$ cat src/sv/dvfc_pkg.sv
// Package for the distinct value frequency counter.
// Holds table size, count limit, entry and control types, and the state codes.
// No dependencies.
package dvfc_pkg;

   localparam int TABLE_ENTRIES = 64;
   localparam int VALUE_W       = 32;
   localparam int COUNT_W       = 16;
   localparam logic [COUNT_W-1:0] COUNT_MAX = {COUNT_W{1'b1}};

   typedef struct packed {
      logic                      valid;
      logic signed [VALUE_W-1:0] value;
      logic [COUNT_W-1:0]        count;
   } dvfc_entry_type;

   typedef struct packed {
      logic load;
      logic shift;
      logic hit_any;
   } dvfc_ctrl_type;

   typedef enum logic {
      ST_LOAD,
      ST_DRAIN
   } dvfc_state_type;

endpackage

$ cat src/sv/dvfc_cell.sv
// One table cell: holds a value and its count, matches the broadcast value,
// claims it when it is the first free cell, and shifts toward the head on drain.
// Depends on dvfc_pkg.
module dvfc_cell (
   input  logic                                clock,
   input  logic                                reset,
   input  dvfc_pkg::dvfc_ctrl_type             ctrl,
   input  logic signed [dvfc_pkg::VALUE_W-1:0] req_value,
   input  logic                                prev_valid,
   input  dvfc_pkg::dvfc_entry_type            next_entry,
   output dvfc_pkg::dvfc_entry_type            entry,
   output logic                                hit
);

   logic                         valid_ff,  valid_in;
   logic [dvfc_pkg::VALUE_W-1:0] value_ff,  value_in;
   logic [dvfc_pkg::COUNT_W-1:0] count_ff,  count_in;

   assign hit = valid_ff && (value_ff == req_value);

   always_comb begin
      valid_in = valid_ff;
      value_in = value_ff;
      count_in = count_ff;
      if (ctrl.shift) begin
         valid_in = next_entry.valid;
         value_in = next_entry.value;
         count_in = next_entry.count;
      end else if (ctrl.load) begin
         if (hit) begin
            if (count_ff != dvfc_pkg::COUNT_MAX) begin
               count_in = count_ff + 1'b1;
            end
         end else if (!valid_ff && prev_valid && !ctrl.hit_any) begin
            valid_in = 1'b1;
            value_in = req_value;
            count_in = {{(dvfc_pkg::COUNT_W-1){1'b0}}, 1'b1};
         end
      end
   end

   always_ff @(posedge clock) begin
      if (reset) begin
         valid_ff <= 1'b0;
      end else begin
         valid_ff <= valid_in;
      end
      value_ff <= value_in;
      count_ff <= count_in;
   end

   assign entry.valid = valid_ff;
   assign entry.value = value_ff;
   assign entry.count = count_ff;

endmodule

$ cat config.mk
export PLATFORM = sky130hd
export DESIGN_NAME = dvfc_cell
export DESIGN_NICKNAME = d
export VERILOG_FILES = /design/src/sv/dvfc_pkg.sv /design/src/sv/dvfc_cell.sv
export SDC_FILE = /design/constraint.sdc
export NUM_CORES = 1
export LEC_CHECK = 0
export BUFFER_PORTS_ARGS = -buffer_cell sky130_fd_sc_hd__buf_4
export CORE_MARGIN = 2
export CORE_UTILIZATION = 45
export CTS_CLUSTER_DIAMETER = 150
export DETAILED_ROUTE_END_ITERATION = 10
export PLACE_DENSITY = 0.79
export RECOVER_POWER = 50
export SLEW_MARGIN = 20
export SYNTH_ARGS = -nofsm -noshare
export SYNTH_HDL_FRONTEND = slang
export SYNTH_SLANG_ARGS = --single-unit
$ cat constraint.sdc
create_clock -name clock -period 7.25 [get_ports clock]
set_input_delay 0.725 -clock clock [delete_from_list [all_inputs] [get_ports clock]]
set_output_delay 0.725 -clock clock [all_outputs]
set_load 0.1 [all_outputs]
# --- Word level (Yosys, flattened, before mapping) ---
# Index checks and enable logic that the tools add are counted.
word_totals:
  reg_bits: 49
  latchBits: 0
  mem_bits_rw: 0
  romBits: 0
  output_inout_bits: 50
  elab_cells: 31
  memories: 0
op_classes:
  n_addsub: 1
  n_mul: 0
  n_div: 0
  order_cmp: 0
  n_eq_ne: 4
  shift: 0
  n_mux: 13
  bitwise: 0
  reduce_logical: 10
ops:
  columns: ["cell", "n"]
  rows:
  - ["32-bit 2-to-1 mux", 4]
  - ["16-bit 2-to-1 mux", 5]
  - ["32-bit equality test", 1]
  - ["16-bit by 1-bit adder with 16-bit output, second input constant", 1]
  - ["16-bit != test, second input constant", 1]
  - ["3-bit AND reduction", 2]
  - ["1-bit 2-to-1 mux", 4]
  - ["2-bit nonzero test", 2]
  - ["1-bit logical AND", 3]
  - ["3-bit by 2-bit != test with 1-bit output, second input constant", 1]
  - ["3-bit nonzero test", 1]
  - ["1-bit zero test", 2]
  - ["2-bit != test, second input constant", 1]

# --- Longest topological paths before layout ---
logic_depth:
  ltp_word: 7
  mapped_depth: 7
  mapped_depth_nobuf: 5

# --- Worst setup path after synthesis ---
# Ideal clock, no wire load.
synth_path:
  path_type: "input port to flip-flop"
  start: "input prev_valid"
  end: "register count_ff[0] in the netlist's numbering, enable pin"
  setup_ns: 0.343
  arrival_time_ns: 5.028
  required_ns: 6.907
  path_slack_ns: 1.879
  cell_stages: 3
  n_path_buf: 0
  path_cell_list: "inv_1 > o41ai_1 > o21ba_2"
synth_via:
  elab_chain_len: 4
synth_lines:
  columns: ["item", "line", "text"]
  rows:
  - ["from (decl)", "dvfc_cell.sv:9", "input logic prev_valid,"]
  - ["1-bit logical AND (2 in a row)", "dvfc_cell.sv:34", "end else if (!valid_ff && prev_valid && !ctrl.hit_any) begin"]
  - ["3-bit nonzero test (no line)", null, null]
  - ["3-bit AND reduction (no line)", null, null]
  - ["to (signal assigned)", "dvfc_cell.sv:49", "count_ff <= count_in;"]
  - ["to (decl)", "dvfc_cell.sv:17", "logic [dvfc_pkg::COUNT_W-1:0] count_ff, count_in;"]
# Every way passes these cells.
# A chain may end at the register's enable or synchronous reset.

# --- Worst setup path after layout ---
layout_path:
  start: "input ctrl[1] in the netlist's numbering"
  end: "register count_ff[10] in the netlist's numbering, enable pin"
layout_via:
  elab_chain_len: 2
layout_lines:
  columns: ["item", "line", "text"]
  rows:
  - ["from (decl)", "dvfc_cell.sv:7", "input dvfc_pkg::dvfc_ctrl_type ctrl,"]
  - ["3-bit by 2-bit != test with 1-bit output (no line) (tied with other cells)", null, null]
  - ["3-bit AND reduction (no line) (*)", null, null]
# Mark *: on every way between the ends. The rest lies on a longest branch, timed or not.

==> impl_metrics.json <==
{
  "rows": 28,
  "critPathKind": "in -> reg",
  "status": "complete, but fails checks",
  "synth-seq-cells": 49,
  "p_comb_share_pct": 34.0,
  "holdPathEnd": "valid_ff",
  "setup_slack_ns": 3.27,
  "violations": "capacitance limit, slew limit",
  "irDropWorstVdd_v": 0.000101,
  "hp-class": "in -> reg",
  "max_freq_mhz": 251,
  "grt_max_degree": 50,
  "ys_warn_count": 0,
  "port_buffers": 136,
  "via_per_inst": 5.03,
  "clk_path_buf_depth": 2,
  "p_clk_share_pct": 20.6,
  "gp_congestion": 0.805,
  "drive_gt1_share_pct": 42.6,
  "wl_mm": 6.77,
  "holdCritStartpoint": "reset",
  "dr_total_vias": 2148,
  "grt_pass1_wl_mm": 10.2,
  "syn_nets": 303,
  "max-cap-violations": 1,
  "worstPathArrival_ns": 3.94,
  "instances_no_fill": 427,
  "ys_seq_area_share_pct": 53.0,
  "cp.required_ns": 7.21,
  "place_area_sq_um": 3840,
  "r2r-end": "count_ff[0]",
  "grtUsageTotal_pct": 20.5,
  "grt_pass1_vias": 2214,
  "clkTransAtPathRegs_ns": 0.09,
  "cts_root_buffer": "clkbuf_8",
  "h-tree-depth": 2,
  "coreArea_sq_um": 5920,
  "fin_util_pct": 63.7,
  "clock_skew_ns": 0.00864,
  "diodes": 0,
  "start_kind": "primary input",
  "switchingPower_w": 0.000306,
  "grt_setup_unrepaired": "no",
  "finalSetupViolations": 0,
  "synth_edf_count": 48,
  "swShare_pct": 39.2,
  "ys_async_sr_fraction_pct": 0,
  "drc": 0,
  "max_slew_margin_pct": -62.0,
  "insertion_delay_ns": 0.30,
  "wl_per_cell_um": 15.8,
  "die_x_um": 82.2,
  "whs_path_depth": 3,
  "area_growth_syn_to_layout_pct": 36.9,
  "cts_tree": "yes",
  "p_seq_share_pct": 45.4,
  "antenna_found_initial": 0,
  "post_cts_buffers": 0,
  "fin_crit_sh_pct": 54.9,
  "tightest_slew_ns": 2.43,
  "holdBufCountCts": 0,
  "drtIter0Drc": 78,
  "io-pin-count": 137,
  "power.density_nw_per_um2": 207,
  "ys_types": 31,
  "ff2ff_setup_slack_ns": 4.59,
  "die_h_um": 82.2,
  "critPathCaptureType": "register",
  "r2r_cells": 5,
  "hold_violations": 0,
  "place_inst": 419,
  "grt_overflow": 0,
  "fin_nets": 439,
  "final.setup.tns_ns": 0,
  "numCtsBuffers": 5,
  "synthesis.area_sq_um": 2760,
  "first_pass_iters": 4,
  "post_cts_resized": 0,
  "syn_inst": 215,
  "pre_cts_ws_ns": 4.15,
  "dieArea_sq_um": 6760,
  "cts.sinks": 49,
  "syn_avg_cell_area_sq_um": 12.8,
  "crit_path_max_fanout": 49,
  "p_leak_nw": 1.52,
  "synthFlopType": "edfxtp_1",
  "finalCriticalPeriod_ns": 3.98,
  "start_util_pct": 46.5,
  "dp_hpwl_mm": 5.28,
  "r2r_start": "value_ff[29]",
  "p_int_w": 0.000474,
  "ant_nets": 0,
  "design_area_sq_um": 3770,
  "drv_slew": 50
}
-- synthesized netlist by cell type, types with 2 or more instances --
cell / count / area (sq um)
nor4_1: 7 / 43.8
xnor2_1: 8 / 70.1
inv_1: 6 / 22.5
mux2_2: 32 / 360
and4_1: 4 / 35.0
edfxtp_1: 48 / 1440
buf_1: 2 / 7.51
nand2_1: 21 / 78.8
and3_1: 5 / 31.3
nand3_1: 3 / 15.0
xor2_1: 38 / 333
o21ai_2: 10 / 87.6
o21ai_0: 5 / 25.0
nor3_1: 3 / 15.0
and2_1: 2 / 12.5
nand4_1: 4 / 25.0
clkbuf_1: 3 / 11.3
-- area by class of cell --
cell class | count | area, sq um
Timing Repair Buffer | 137 | 871
Clock buffer | 5 | 68.8
Sequential cell | 49 | 1460
Multi-Input combinational cell | 152 | 1240
Clock inverter | 3 | 17.5
Tap cell | 75 | 93.8
Fill cell | 521 | 2150
Inverter | 6 | 22.5
-- state kept, by name (all words and copies together), names as in the netlist --
| signal | flops |
|---|---|
| value_ff | 32 |
| count_ff | 16 |
| valid_ff | 1 |
-- through the flow --
stage,hold WS (ns),power [W]
floorplan,0.556,0.000559
global placement,0.654,0.000639
detailed placement,0.664,0.000642
CTS,0.657,0.000801
global route,0.666,0.000809
finish,0.666,0.000781
-- cells by family (layout without fill, tap and decap cells) --
logic type | count (synthesis) | count (layout) | synth area share (%)
xor gates and xnor gates | 46 | 46 | 14.6
and+or+nand+nor | 54 | 54 | 10.9
muxes | 32 | 32 | 13.1
buffers and inverters | 14 | 151 | 2.36
AOI/OAI and AO/OA | 19 | 19 | 5.49
DFF | 49 | 49 | 53.0
adders and majority gates | 1 | 1 | 0.454
-- worst max-delay path, stage by stage --
cell and delay (ns):
clkbuf_1 1.70, inv_1 0.40, o41ai_2 0.14, buf_4 0.45
o21ba_2 0.50
-- worst max-delay path by stage --
stage	start	depth (start not counted)	endpoint	slack [ns]
after floorplan	prev_valid	3	count_ff[0]	1.88
after global placement	req_value[25]	6	count_ff[0]	4.05
after detailed placement	req_value[25]	6	count_ff[0]	4.15
after CTS	req_value[25]	6	hit	4.37
after global routing	ctrl[1]	5	count_ff[10]	2.89
final	ctrl[1]	5	count_ff[10]	3.27
-- power by group through the flow --
| stage | Sequential (W) | Clock (W) | Combinational, W |
|---|---|---|---|
| global route | 0.000358 | 0.000174 | 0.000278 |
| detailed placement | 0.000362 | 0 | 0.000280 |
| CTS | 0.000356 | 0.000164 | 0.000281 |
| floorplan | 0.000502 | 0 | 0.0000562 |
| finish | 0.000355 | 0.000160 | 0.000265 |
| global placement | 0.000361 | 0 | 0.000278 |
-- layout by cell type, fill, tap and decap left out --
master	n
and4bb_2	1
inv_1	6
edfxtp_1	48
nor2_1	1
o221a_2	1
xor2_1	38
dfxtp_1	1
nor3_1	3
o22a_1	1
o21ai_0	5
xnor2_1	8
mux2_2	32
and2_1	2
or4b_1	1
and3_1	5
and4_1	4
nand3_1	3
clkinvlp_4	1
o41ai_2	1
nand4_1	4
nor4_1	7
nor4_2	1
ha_1	1
nor2b_1	1
clkbuf_8	5
clkinv_2	2
o21ai_2	10
buf_4	95
clkbuf_1	42
o21ba_2	1
nand2_1	21
-- layer usage --
metal	global-route usage, %	wire, um	vias up
met4	7.33	102	0
met2	35.3	3380	96
li1	-	-	1063
met3	9.35	711	8
met5	0	0	-
met1	22.0	2570	981
No activity file was read; power rests on OpenSTA's default activity.
